## src/hdl/prc_pkg.sv

```systemverilog
// ----------------------------------------------------------------------------
// prc_pkg
// shared constants for the pacing rate controller: register indexes, law
// modes, field widths and the fixed arithmetic constants
// ----------------------------------------------------------------------------
package prc_pkg;

    // field widths
    localparam int QUEUE_W    = 24;
    localparam int PERIOD_W   = 24;
    localparam int SPACING_W  = 24;
    localparam int RATE_W     = 32;
    localparam int COEF_W     = 16;
    localparam int DELTA_W    = 12;
    localparam int MS_W       = 10;
    localparam int PLAY_W     = 20;
    localparam int CFG_IDX_W  = 3;
    localparam int CFG_DATA_W = 16;

    // Q4.12 / Q0.12 product shift
    localparam int Q_SHIFT = 12;

    localparam int unsigned USEC_PER_SEC = 1000000;
    localparam int unsigned MS_PER_SEC   = 1000;

    localparam logic [SPACING_W-1:0] SPACING_MAX = '1;
    localparam logic [RATE_W-1:0]    RATE_MAX    = '1;

    // control law codes
    localparam logic [1:0] MODE_ADD  = 2'd0;
    localparam logic [1:0] MODE_AIMD = 2'd1;
    localparam logic [1:0] MODE_PROP = 2'd2;
    localparam logic [1:0] MODE_PLAY = 2'd3;

    // configuration register indexes
    localparam logic [CFG_IDX_W-1:0] CFG_LAW_MODE     = 3'd0;
    localparam logic [CFG_IDX_W-1:0] CFG_STEP_ADD     = 3'd1;
    localparam logic [CFG_IDX_W-1:0] CFG_DELTA_COEF   = 3'd2;
    localparam logic [CFG_IDX_W-1:0] CFG_EPSILON_COEF = 3'd3;
    localparam logic [CFG_IDX_W-1:0] CFG_BETA_COEF    = 3'd4;
    localparam logic [CFG_IDX_W-1:0] CFG_INIT_MS      = 3'd5;

endpackage

```

## src/hdl/prc_div.sv

```systemverilog
// ----------------------------------------------------------------------------
// prc_div
// radix-2 restoring divider, one quotient bit per cycle, shared by the
// initial rate, playout rate and spacing computations
// ----------------------------------------------------------------------------
module prc_div #(
    parameter int DW = 28
) (
    input  logic                      i_clk,
    input  logic                      i_rst_n,
    input  logic                      i_start,
    input  logic [DW-1:0]             i_dividend,
    input  logic [prc_pkg::RATE_W-1:0] i_divisor,
    output logic [DW-1:0]             o_quotient,
    output logic                      o_done
);

    localparam int CW = $clog2(DW + 1);

    logic                        r_busy;
    logic                        r_done;
    logic [CW-1:0]               r_cnt;
    logic [prc_pkg::RATE_W-1:0]  r_rem;
    logic [prc_pkg::RATE_W-1:0]  r_dsr;
    logic [DW-1:0]               r_dvd;

    logic [prc_pkg::RATE_W:0]    rem_sh;
    logic                        q_bit;
    logic [prc_pkg::RATE_W:0]    rem_sub;

    assign rem_sh  = {r_rem, r_dvd[DW-1]};
    assign q_bit   = rem_sh >= {1'b0, r_dsr};
    assign rem_sub = rem_sh - {1'b0, r_dsr};

    always_ff @(posedge i_clk) begin
        if (!i_rst_n) begin
            r_busy <= 1'b0;
            r_done <= 1'b0;
            r_cnt  <= '0;
        end else begin
            r_done <= r_busy && !i_start && (r_cnt == CW'(1));
            if (i_start) begin
                r_busy <= 1'b1;
                r_cnt  <= CW'(DW);
                r_rem  <= '0;
                r_dsr  <= i_divisor;
                r_dvd  <= i_dividend;
            end else if (r_busy) begin
                // quotient bits shift in where dividend bits leave
                r_rem <= q_bit ? rem_sub[prc_pkg::RATE_W-1:0] : rem_sh[prc_pkg::RATE_W-1:0];
                r_dvd <= {r_dvd[DW-2:0], q_bit};
                r_cnt <= r_cnt - CW'(1);
                if (r_cnt == CW'(1)) begin
                    r_busy <= 1'b0;
                end
            end
        end
    end

    assign o_quotient = r_dvd;
    assign o_done     = r_done;

endmodule

```

## src/hdl/pacing_rate_controller_top.sv

```systemverilog
// ----------------------------------------------------------------------------
// pacing_rate_controller_top
// queue-feedback rate control: updates a sending rate from receiver feedback
// and returns the new rate and inter-packet spacing
// ----------------------------------------------------------------------------
// usage:
//   input channel (i_in_valid / o_in_stall) carries one feedback item: queue
//   level, target level and playout period. output channel (o_out_valid /
//   i_out_stall) returns spacing in us, the 24.8 rate and a clamp flag.
//   configuration is written through i_cfg_we / i_cfg_idx / i_cfg_data.
// sequencing:
//   one item at a time; o_in_stall is high from acceptance until the result
//   is loaded into the output register, and the next item can then be
//   accepted. one shared divider makes one quotient bit per cycle over
//   20 + RATE_FRAC_BITS bits. mode 3 adds a playout-rate division unless the
//   playout period is zero, and the first item after reset adds one for the
//   initial rate; a clamp swaps the spacing division for an equal one.
// reset:
//   control and configuration registers return to their defaults and the rate
//   is reloaded from the initial spacing on the next item.
// stall:
//   a new item is accepted while a result waits; its result is held in the
//   sequencer until the output register is free.
// ----------------------------------------------------------------------------
module pacing_rate_controller_top #(
    parameter int RATE_FRAC_BITS = 8
) (
    input  logic                              i_clk,
    input  logic                              i_rst_n,
    // configuration
    input  logic                              i_cfg_we,
    input  logic [prc_pkg::CFG_IDX_W-1:0]     i_cfg_idx,
    input  logic [prc_pkg::CFG_DATA_W-1:0]    i_cfg_data,
    // feedback items
    input  logic                              i_in_valid,
    output logic                              o_in_stall,
    input  logic [prc_pkg::QUEUE_W-1:0]       i_queue_now,
    input  logic [prc_pkg::QUEUE_W-1:0]       i_queue_target,
    input  logic [prc_pkg::PERIOD_W-1:0]      i_playout_period_us,
    // results
    output logic                              o_out_valid,
    input  logic                              i_out_stall,
    output logic [prc_pkg::SPACING_W-1:0]     o_spacing_us,
    output logic [prc_pkg::RATE_W-1:0]        o_rate_fixed,
    output logic                              o_rate_clamped
);

    localparam int DW   = prc_pkg::PLAY_W + RATE_FRAC_BITS;
    localparam int MAGW = (DW > prc_pkg::RATE_W) ? DW : prc_pkg::RATE_W;
    localparam int PW   = MAGW + prc_pkg::COEF_W;
    localparam int WW   = PW + RATE_FRAC_BITS;

    localparam logic [DW-1:0] SPC_DVD  = DW'(64'(prc_pkg::USEC_PER_SEC) << RATE_FRAC_BITS);
    localparam logic [DW-1:0] INIT_DVD = DW'(64'(prc_pkg::MS_PER_SEC) << RATE_FRAC_BITS);
    localparam logic [DW-1:0] PLAY_DVD = DW'(prc_pkg::USEC_PER_SEC);

    typedef enum logic [3:0] {
        S_IDLE,
        S_INIT,
        S_LAW,
        S_MUL_D,
        S_ACC_D,
        S_MUL_E,
        S_ACC_E,
        S_PLAY,
        S_DIFF,
        S_MUL_B,
        S_ACC_B,
        S_FIN,
        S_SPACE,
        S_CLAMP,
        S_OUT
    } t_state;

    t_state r_state;

    // configuration
    logic [1:0]                    r_mode;
    logic [prc_pkg::COEF_W-1:0]    r_step;
    logic [prc_pkg::DELTA_W-1:0]   r_delta;
    logic [prc_pkg::COEF_W-1:0]    r_eps;
    logic [prc_pkg::COEF_W-1:0]    r_beta;
    logic [prc_pkg::MS_W-1:0]      r_ims;

    // rate state
    logic [prc_pkg::RATE_W-1:0]    r_rate;
    logic                          r_started;

    // latched item
    logic [prc_pkg::QUEUE_W-1:0]   r_qn;
    logic [prc_pkg::QUEUE_W-1:0]   r_qt;
    logic [prc_pkg::PERIOD_W-1:0]  r_per;

    // datapath
    logic [WW:0]                   r_acc;
    logic [MAGW-1:0]               r_mul_a;
    logic [prc_pkg::COEF_W-1:0]    r_mul_b;
    logic [PW-1:0]                 r_prod;
    logic                          r_dneg;
    logic [prc_pkg::PLAY_W-1:0]    r_play;

    // divider request
    logic                          r_div_start;
    logic [DW-1:0]                 r_div_dvd;
    logic [prc_pkg::RATE_W-1:0]    r_div_dsr;
    logic [DW-1:0]                 div_q;
    logic                          div_done;

    // staged and output result
    logic [prc_pkg::SPACING_W-1:0] r_res_spacing;
    logic [prc_pkg::RATE_W-1:0]    r_res_rate;
    logic                          r_res_clamped;
    logic                          r_out_valid;
    logic [prc_pkg::SPACING_W-1:0] r_out_spacing;
    logic [prc_pkg::RATE_W-1:0]    r_out_rate;
    logic                          r_out_clamped;

    logic [prc_pkg::MS_W-1:0]      eff_ms;
    logic                          q_lt;
    logic                          q_gt;
    logic [prc_pkg::QUEUE_W-1:0]   err_mag;
    logic [WW:0]                   step_fx;
    logic [WW:0]                   rate_x;
    logic [WW:0]                   prod_x;
    logic [WW:0]                   t_eps;
    logic [WW:0]                   t_q12;
    logic [MAGW-1:0]               play_fx;
    logic [MAGW-1:0]               rate_m;
    logic                          d_neg;
    logic [MAGW-1:0]               d_mag;
    logic                          acc_pos;
    logic                          acc_big;
    logic [prc_pkg::RATE_W-1:0]    n_rate;
    logic [prc_pkg::RATE_W-1:0]    div_q32;
    logic [prc_pkg::RATE_W-1:0]    init_rate;
    logic [prc_pkg::SPACING_W-1:0] clamp_spacing;
    logic                          in_accept;

    prc_div #(
        .DW (DW)
    ) u_div (
        .i_clk      (i_clk),
        .i_rst_n    (i_rst_n),
        .i_start    (r_div_start),
        .i_dividend (r_div_dvd),
        .i_divisor  (r_div_dsr),
        .o_quotient (div_q),
        .o_done     (div_done)
    );

    // shared multiplier, one product per cycle
    always_ff @(posedge i_clk) begin
        r_prod <= r_mul_a * r_mul_b;
    end

    always_comb begin
        eff_ms  = (r_ims == '0) ? prc_pkg::MS_W'(1) : r_ims;
        q_lt    = r_qn < r_qt;
        q_gt    = r_qn > r_qt;
        err_mag = q_gt ? (r_qn - r_qt) : (r_qt - r_qn);
        step_fx = (WW+1)'(r_step) << RATE_FRAC_BITS;
        rate_x  = (WW+1)'(r_rate);
        prod_x  = (WW+1)'(r_prod);
        // queue term carries the extra fixed-point unit before the q12 shift
        t_eps   = (prod_x << RATE_FRAC_BITS) >> prc_pkg::Q_SHIFT;
        t_q12   = prod_x >> prc_pkg::Q_SHIFT;
        play_fx = MAGW'(r_play) << RATE_FRAC_BITS;
        rate_m  = MAGW'(r_rate);
        d_neg   = play_fx > rate_m;
        d_mag   = d_neg ? (play_fx - rate_m) : (rate_m - play_fx);
        acc_pos = !r_acc[WW] && (r_acc != '0);
        acc_big = |r_acc[WW-1:prc_pkg::RATE_W];
        if (!acc_pos) begin
            n_rate = prc_pkg::RATE_W'(1);
        end else if (acc_big) begin
            n_rate = prc_pkg::RATE_MAX;
        end else begin
            n_rate = r_acc[prc_pkg::RATE_W-1:0];
        end
        div_q32       = prc_pkg::RATE_W'(div_q);
        init_rate     = (div_q32 == '0) ? prc_pkg::RATE_W'(1) : div_q32;
        clamp_spacing = prc_pkg::SPACING_W'(32'(eff_ms) * 32'(prc_pkg::MS_PER_SEC));
        in_accept     = i_in_valid && (r_state == S_IDLE);
    end

    always_ff @(posedge i_clk) begin
        if (!i_rst_n) begin
            r_state     <= S_IDLE;
            r_started   <= 1'b0;
            r_rate      <= '0;
            r_div_start <= 1'b0;
            r_out_valid <= 1'b0;
            r_mode      <= prc_pkg::MODE_ADD;
            r_step      <= prc_pkg::COEF_W'(1);
            r_delta     <= prc_pkg::DELTA_W'(2048);
            r_eps       <= prc_pkg::COEF_W'(410);
            r_beta      <= prc_pkg::COEF_W'(4506);
            r_ims       <= prc_pkg::MS_W'(10);
        end else begin
            // start is a one-cycle pulse; no state raises it while it is high
            if (r_div_start) begin
                r_div_start <= 1'b0;
            end
            if (r_out_valid && !i_out_stall && (r_state != S_OUT)) begin
                r_out_valid <= 1'b0;
            end

            if (i_cfg_we) begin
                unique case (i_cfg_idx)
                    prc_pkg::CFG_LAW_MODE:     r_mode  <= i_cfg_data[1:0];
                    prc_pkg::CFG_STEP_ADD:     r_step  <= i_cfg_data;
                    prc_pkg::CFG_DELTA_COEF:   r_delta <= i_cfg_data[prc_pkg::DELTA_W-1:0];
                    prc_pkg::CFG_EPSILON_COEF: r_eps   <= i_cfg_data;
                    prc_pkg::CFG_BETA_COEF:    r_beta  <= i_cfg_data;
                    prc_pkg::CFG_INIT_MS:      r_ims   <= i_cfg_data[prc_pkg::MS_W-1:0];
                    default: ;
                endcase
            end

            unique case (r_state)
                S_IDLE: begin
                    if (in_accept) begin
                        r_qn  <= i_queue_now;
                        r_qt  <= i_queue_target;
                        r_per <= i_playout_period_us;
                        if (!r_started) begin
                            r_div_start <= 1'b1;
                            r_div_dvd   <= INIT_DVD;
                            r_div_dsr   <= prc_pkg::RATE_W'(eff_ms);
                            r_state     <= S_INIT;
                        end else begin
                            r_state <= S_LAW;
                        end
                    end
                end
                S_INIT: begin
                    if (div_done) begin
                        r_rate    <= init_rate;
                        r_started <= 1'b1;
                        r_state   <= S_LAW;
                    end
                end
                S_LAW: begin
                    unique case (r_mode)
                        prc_pkg::MODE_ADD: begin
                            if (q_lt) begin
                                r_acc <= rate_x + step_fx;
                            end else if (q_gt) begin
                                r_acc <= rate_x - step_fx;
                            end else begin
                                r_acc <= rate_x;
                            end
                            r_state <= S_FIN;
                        end
                        prc_pkg::MODE_AIMD: begin
                            if (q_lt) begin
                                r_acc   <= rate_x + step_fx;
                                r_state <= S_FIN;
                            end else if (q_gt) begin
                                r_mul_a <= MAGW'(r_rate);
                                r_mul_b <= prc_pkg::COEF_W'(r_delta);
                                r_state <= S_MUL_D;
                            end else begin
                                r_acc   <= rate_x;
                                r_state <= S_FIN;
                            end
                        end
                        prc_pkg::MODE_PROP, prc_pkg::MODE_PLAY: begin
                            r_acc   <= rate_x;
                            r_mul_a <= MAGW'(err_mag);
                            r_mul_b <= r_eps;
                            r_state <= S_MUL_E;
                        end
                        default: begin
                            r_acc   <= rate_x;
                            r_state <= S_FIN;
                        end
                    endcase
                end
                S_MUL_D: r_state <= S_ACC_D;
                S_ACC_D: begin
                    r_acc   <= t_q12;
                    r_state <= S_FIN;
                end
                S_MUL_E: r_state <= S_ACC_E;
                S_ACC_E: begin
                    r_acc <= q_gt ? (r_acc - t_eps) : (r_acc + t_eps);
                    if (r_mode != prc_pkg::MODE_PLAY) begin
                        r_state <= S_FIN;
                    end else if (r_per == '0) begin
                        r_play  <= '0;
                        r_state <= S_DIFF;
                    end else begin
                        r_div_start <= 1'b1;
                        r_div_dvd   <= PLAY_DVD;
                        r_div_dsr   <= prc_pkg::RATE_W'(r_per);
                        r_state     <= S_PLAY;
                    end
                end
                S_PLAY: begin
                    if (div_done) begin
                        r_play  <= prc_pkg::PLAY_W'(div_q);
                        r_state <= S_DIFF;
                    end
                end
                S_DIFF: begin
                    r_mul_a <= d_mag;
                    r_mul_b <= r_beta;
                    r_dneg  <= d_neg;
                    r_state <= S_MUL_B;
                end
                S_MUL_B: r_state <= S_ACC_B;
                S_ACC_B: begin
                    // subtracting beta times a negative gap raises the rate
                    r_acc   <= r_dneg ? (r_acc + t_q12) : (r_acc - t_q12);
                    r_state <= S_FIN;
                end
                S_FIN: begin
                    if (!acc_pos && (r_mode == prc_pkg::MODE_PROP ||
                                     r_mode == prc_pkg::MODE_PLAY)) begin
                        r_res_spacing <= clamp_spacing;
                        r_res_rate    <= '0;
                        r_res_clamped <= 1'b1;
                        r_div_start   <= 1'b1;
                        r_div_dvd     <= INIT_DVD;
                        r_div_dsr     <= prc_pkg::RATE_W'(eff_ms);
                        r_state       <= S_CLAMP;
                    end else begin
                        r_rate        <= n_rate;
                        r_res_rate    <= n_rate;
                        r_res_clamped <= 1'b0;
                        r_div_start   <= 1'b1;
                        r_div_dvd     <= SPC_DVD;
                        r_div_dsr     <= n_rate;
                        r_state       <= S_SPACE;
                    end
                end
                S_SPACE: begin
                    if (div_done) begin
                        r_res_spacing <= (64'(div_q) > 64'(prc_pkg::SPACING_MAX)) ?
                                         prc_pkg::SPACING_MAX : prc_pkg::SPACING_W'(div_q);
                        r_state       <= S_OUT;
                    end
                end
                S_CLAMP: begin
                    if (div_done) begin
                        r_rate  <= init_rate;
                        r_state <= S_OUT;
                    end
                end
                S_OUT: begin
                    if (!r_out_valid || !i_out_stall) begin
                        r_out_valid   <= 1'b1;
                        r_out_spacing <= r_res_spacing;
                        r_out_rate    <= r_res_rate;
                        r_out_clamped <= r_res_clamped;
                        r_state       <= S_IDLE;
                    end
                end
                default: r_state <= S_IDLE;
            endcase
        end
    end

    assign o_in_stall     = (r_state != S_IDLE);
    assign o_out_valid    = r_out_valid;
    assign o_spacing_us   = r_out_spacing;
    assign o_rate_fixed   = r_out_rate;
    assign o_rate_clamped = r_out_clamped;

endmodule

```

## config.mk

```make
export PLATFORM = sky130hd
export DESIGN_NAME = pacing_rate_controller_top
export DESIGN_NICKNAME = d
export VERILOG_FILES = /design/src/hdl/prc_pkg.sv /design/src/hdl/prc_div.sv /design/src/hdl/pacing_rate_controller_top.sv
export SDC_FILE = /design/constraint.sdc
export NUM_CORES = 2
export LEC_CHECK = 0
export ABC_AREA = 1
export BUFFER_PORTS_ARGS = -buffer_cell sky130_fd_sc_hd__buf_2
export CAP_MARGIN = 20
export CORE_MARGIN = 3
export CORE_UTILIZATION = 65
export DETAILED_ROUTE_END_ITERATION = 7
export PLACE_DENSITY = 0.83
export SKIP_LAST_GASP = 1
export SYNTH_ARGS = -nofsm -noshare
export SYNTH_HDL_FRONTEND = slang
export SYNTH_SLANG_ARGS = --single-unit
```

## constraint.sdc

```tcl
create_clock -name i_clk -period 10.2 [get_ports i_clk]
set_clock_uncertainty 0.05 [all_clocks]
set_input_delay 2.04 -clock i_clk [delete_from_list [all_inputs] [get_ports i_clk]]
set_output_delay 2.04 -clock i_clk [all_outputs]
set_load 0.05 [all_outputs]
```

Word-level counts from Yosys, hierarchy flattened --
Index checks and enable logic that the tools add are counted. Widths: inputs -> output; s select.
Word-level totals: register bits 630, latch bits 0, bits in writable memories 0, memory bits (read-only) 0, bits of input ports 96, output and inout port bits 59, logic and storage cells 228, memories kept 0
Cells by class: add/sub/neg operators 12, $mul 2, divide/modulo/power cells 0, order comparisons 5, equality and inequality tests 42, shift-type cells 0, mux-type cells 76, bitwise gates (word level) 1, reductions and logical operators 55
Operators by type and width (number):
- $mux 32 | 14
- $mux 57 | 6
- $pmux 57 s4 | 1
- $mux 28 | 8
- $pmux 32 s2 | 3
- $pmux 57 s3 | 1
- $mux 24 | 4
- $pmux 32 s3 | 1
- $pmux 28 s3 | 1
- $pmux 16 s2 | 2
- $mux 20 | 3
- $add 57x36->57 | 1
- $add 57x44->57 | 1
- $reduce_bool 57->1 | 1
- $sub 57x36->57 | 1
- $sub 57x44->57 | 1
- $pmux 4 s13 | 1
- $mul 32x16->48 | 1
- $pmux 24 s2 | 1
- $sub 24x24->24 | 2
- $pmux 20 s2 | 1
- $mux 4 | 9
- $add 32x24->33 | 1
- $ge 33x32->1 | 1
- 52 further kinds | 127

Depth between registers and ports, before layout --
depth after elaboration 6, depth in mapped cells 33, gate-level depth less buffers 31

By module --
A second synthesis with hierarchy kept.
Second synthesis, totals: cell total of the unflattened synthesis 8376, area total of the unflattened synthesis 60450.5 um^2
Modules (own cells, without submodules):
- pacing_rate_controller_top | times used 1, cells an instance 7385, area an instance 53383.7 um^2, sequential area each 13553.0 um^2
- prc_div | times used 1, cells an instance 991, area an instance 7066.8 um^2, sequential area each 2902.8 um^2

Worst setup path after synthesis --
OpenSTA, ideal clock, no wires.
path kind input -> register, start input port i_rst_n, end register r_per[0] (netlist name), enable pin, library setup time 0.503 ns, data arrival time 5.688 ns, data required time 9.647 ns, slack 3.959 ns, stages on the path 4, buffers on the path 2, cells stage by stage clkbuf_1 clkbuf_1 nand2_1 nor2_1
Between the ends: word-level cells in the longest chain between the ends 1
Ends and longest elaborated chain:
- from (decl) | RTL line pacing_rate_controller_top.sv:29 | input logic i_rst_n,
- $reduce_and 3->1 (no source line)
- to (signal assigned) | RTL line pacing_rate_controller_top.sv:225 | r_per <= i_playout_period_us;
- to (decl) | RTL line pacing_rate_controller_top.sv:92 | logic [prc_pkg::PERIOD_W-1:0] r_per;
Every way passes these cells. A chain may end at the register's enable or synchronous reset.

Final worst setup path --
start register r_qt[3] (netlist name), end register r_acc[42] (data pin)
Between the ends: word-level cells in the longest chain between the ends 5, elaborated cells on any way between the ends 8, those cells by class order compare (2); mux (6)
Ends and longest elaborated chain:
- from (decl) | RTL line pacing_rate_controller_top.sv:91 | logic [prc_pkg::QUEUE_W-1:0] r_qt;
- from (signal assigned) | RTL line pacing_rate_controller_top.sv:224 | r_qt <= i_queue_target;
- $gt 24x24->1 | RTL line pacing_rate_controller_top.sv:159 | q_gt = r_qn > r_qt;
- $mux 57 | RTL line pacing_rate_controller_top.sv:248 | end else if (q_gt) begin
- $mux 57 | RTL line pacing_rate_controller_top.sv:246 | if (q_lt) begin
- $pmux 57 s3 | RTL line pacing_rate_controller_top.sv:244 | unique case (r_mode)
- $pmux 57 s4 * | RTL line pacing_rate_controller_top.sv:220 | unique case (r_state)
- to (signal assigned) | RTL line pacing_rate_controller_top.sv:247 | r_acc <= rate_x + step_fx;
- to (signal assigned) | RTL line pacing_rate_controller_top.sv:249 | r_acc <= rate_x - step_fx;
- to (signal assigned) | RTL line pacing_rate_controller_top.sv:251 | r_acc <= rate_x;
- to (decl) | RTL line pacing_rate_controller_top.sv:95 | logic [WW:0] r_acc;
Mark *: on every way between the ends. The rest lies on a longest branch, timed or not.

==> flow_summary.json <==
{
  "cap_violations": 0,
  "final_nets": 8985,
  "cts_tree": "yes",
  "fin_ws_ps": 2890,
  "synth_area_leaders": "edfxtp_1, fa_1, nand2_1",
  "yosysMostFrequentCell": "nand2_1",
  "path_delay_family": "compound AO/OA/AOI/OAI gates",
  "die_y_um": 308,
  "antenna_left": 0,
  "wl_met3_um": 33400,
  "ys_types": 64,
  "max_freq_mhz": 137,
  "hold_class": "register to register",
  "crit_path_end": "r_acc[42]",
  "path_cells": "ha_1 -> a21oi_2 -> nand2_2 -> nand2_1 -> nand2_1 -> nand2_2 -> nand3_2 -> nand2_4 -> buf_4 -> o21ai_0 -> a31oi_1 -> ha_1 -> nand2_1 -> inv_1 -> a21oi_1 -> o21ai_0 -> a21oi_1 -> nand3_1 -> o21ai_0 -> nand2_1",
  "stdcell_count": 9309,
  "violations": "design-rule violations",
  "r2r_cells": 20,
  "start_kind": "register",
  "syn_area_per_cell_um2": 7.35,
  "die-area_um2": 94900,
  "yosysWarnings": 0,
  "synth_fa_ha_area_frac": 0.231,
  "grt_overflow": 0,
  "ctsLongestPathBuffers": 3,
  "clock_sinks": 602,
  "drt_iter0_drc": 8986,
  "vias": 58170,
  "synth_ff_type": "edfxtp_1",
  "period_needed_ps": 7310,
  "synth_seq_cells": 602,
  "synth_compound_area_frac": 0.113,
  "numCtsBuffers": 70,
  "dp_slack_ps": 3440,
  "max_stage_delay_ps": 870,
  "wl_met2_um": 95600,
  "setup-tns-final_ps": 0,
  "synth_top_family_by_area": "simple AND/OR/NAND/NOR gates",
  "crit_required_ps": 10560,
  "post-route-period-util": 0.717,
  "routed_wl_um": 226000,
  "cts_resized": 0,
  "cp.buffers_inverters": 2,
  "synth_area_leader_cell": "edfxtp_1",
  "drv_slew": 0,
  "synth_edf_count": 440,
  "cts.clk_slew.worst_paths_ps": 70,
  "postCtsSetupBuffers": 0,
  "grt_max_degree": 68,
  "worst_pin_slew_ps": 1240,
  "drt-pass1-iter-count": 8,
  "core_um2": 90300,
  "highest_layer": "met5",
  "finalSetupViolCount": 0,
  "h-tree-depth": 3,
  "yosysSeqAreaShare": 0.278,
  "vias_per_cell": 6.25,
  "start_util": 0.657,
  "syn_area_um2": 59300,
  "syn_to_final_growth_pct": 7.19,
  "antenna_found_initial": 28,
  "rsz0062_at_grt": "no",
  "die_w_um": 308,
  "yosys.area_share.simple": 0.237,
  "critPathMostFrequentCell": "nand2_1",
  "drt-met1-wl_um": 78000,
  "final_hold_viol_count": 0,
  "gp_congestion": 1.07,
  "clockRootBuffer": "clkbuf_16",
  "timing.rr.start": "r_qt[3]",
  "wl_per_cell_um": 24.3,
  "grt_pass1_wl_um": 339000,
  "ctsHoldBuffers": 0,
  "drive_above_1_share": 0.0523,
  "drc": 2,
  "ioPinCount": 155,
  "port-buffer-count": 154,
  "worstPathArrival_ps": 7670,
  "relSlewSlack": 0.165,
  "syn_inst": 8066,
  "synthMuxAreaShare": 0,
  "dp_hpwl_um": 174000,
  "cp.depth": 20,
  "ys_top_cells_by_count": "nand2_1, inv_1, nor2_1",
  "async_flop_share": 0,
  "status": "finished with violations",
  "grt_pass1_vias": 57466,
  "slowest_stage": "a21oi_1",
  "dp.cells": 9163,
  "track_usage": 0.475,
  "reg2reg_slack_ps": 2890,
  "yosysTopAreaCellShare": 0.223,
  "crit_path_start": "r_qt[3]",
  "crit_path_max_fanout": 67,
  "end_kind": "register",
  "synth_xor_area_frac": 0.0219,
  "synth_nets": 8987,
  "fillers": 7194,
  "fp-row-count": 110,
  "worstReg2RegEnd": "r_acc[42]",
  "path_class": "register to register",
  "clock_latency_ps": 670
}
==> area by class of cell <==
cell class	instances	area (um2)	area share
repair buffers	211	1270	0.0199
clock inverters	48	782	0.0123
clock buffers	82	1900	0.0299
diodes	11	27.5	0.000433
multi-input cells	5624	35800	0.563
inverters	1555	5850	0.0920
flip-flops and latches	602	16500	0.259
well taps	1176	1470	0.0232
==> layer usage <==
layer | global-route usage | up-vias
li1 | - | 25349
met4 | 0.303 | 22
met5 | 0 | -
met2 | 0.714 | 4627
met1 | 0.580 | 26969
met3 | 0.174 | 1203
==> layout by cell type (no fill, tap or decap), types with 61 or more instances in the layout <==
| cell | count |
|---|---|
| inv_1 | 1538 |
| a21oi_1 | 486 |
| ha_1 | 373 |
| dfxtp_1 | 161 |
| edfxtp_1 | 440 |
| xor2_1 | 114 |
| nor2_1 | 820 |
| nand4_1 | 61 |
| fa_1 | 452 |
| o21ai_0 | 406 |
| clkbuf_16 | 72 |
| nor3_1 | 63 |
| nand3_1 | 314 |
| buf_2 | 154 |
| nand2_1 | 2035 |
| a31oi_1 | 64 |
==> logic make-up after synthesis <==
| family | after synthesis |
|---|---|
| DFF | 602 |
| buffers and inverters | 1840 |
| adders and majority gates | 825 |
| and+or+nand+nor | 3443 |
| AOI/OAI and AO/OA | 1208 |
| xor gates and xnor gates | 148 |
==> sequential cells by signal, indices dropped and copies added, names as in the netlist, 5 cells and up <==
| name | cells |
|---|---|
| o_rate_fixed | 32 |
| o_spacing_us | 24 |
| r_acc | 57 |
| r_beta | 16 |
| r_delta | 12 |
| r_div_dsr | 32 |
| r_eps | 16 |
| r_ims | 10 |
| r_mul_a | 32 |
| r_mul_b | 16 |
| r_per | 24 |
| r_play | 20 |
| r_prod | 44 |
| r_qn | 24 |
| r_qt | 24 |
| r_rate | 32 |
| r_res_rate | 32 |
| r_res_spacing | 24 |
| r_step | 16 |
| u_div.o_quotient | 28 |
| u_div.r_cnt | 5 |
| u_div.r_dsr | 32 |
| u_div.r_rem | 32 |
==> per-stage QoR <==
step	cell area (um2)	hold WS, ps	util
5_1_grt	63500	372	0.704
2_1_floorplan	59300	350	-
3_5_place_dp	60700	355	0.673
4_1_cts	63400	365	0.702
3_3_place_gp	60700	351	0.673
6_report	63600	362	0.704
==> how the worst min path moves through the flow <==
stage	startpoint	endpoint	slack, ps	depth (start not counted)
global placement	r_res_spacing[19]	o_spacing_us[19]	350	0
global route	r_res_clamped	o_rate_clamped	370	0
floorplan	r_res_clamped	o_rate_clamped	350	0
finish	r_div_dsr[16]	u_div.r_dsr[16]	360	0
CTS	r_res_spacing[21]	o_spacing_us[21]	360	0
detailed placement	r_res_rate[11]	o_rate_fixed[11]	350	0
Power is not shown: default switching activity piles up to over one toggle a cycle in this logic, so the estimate is an artifact.
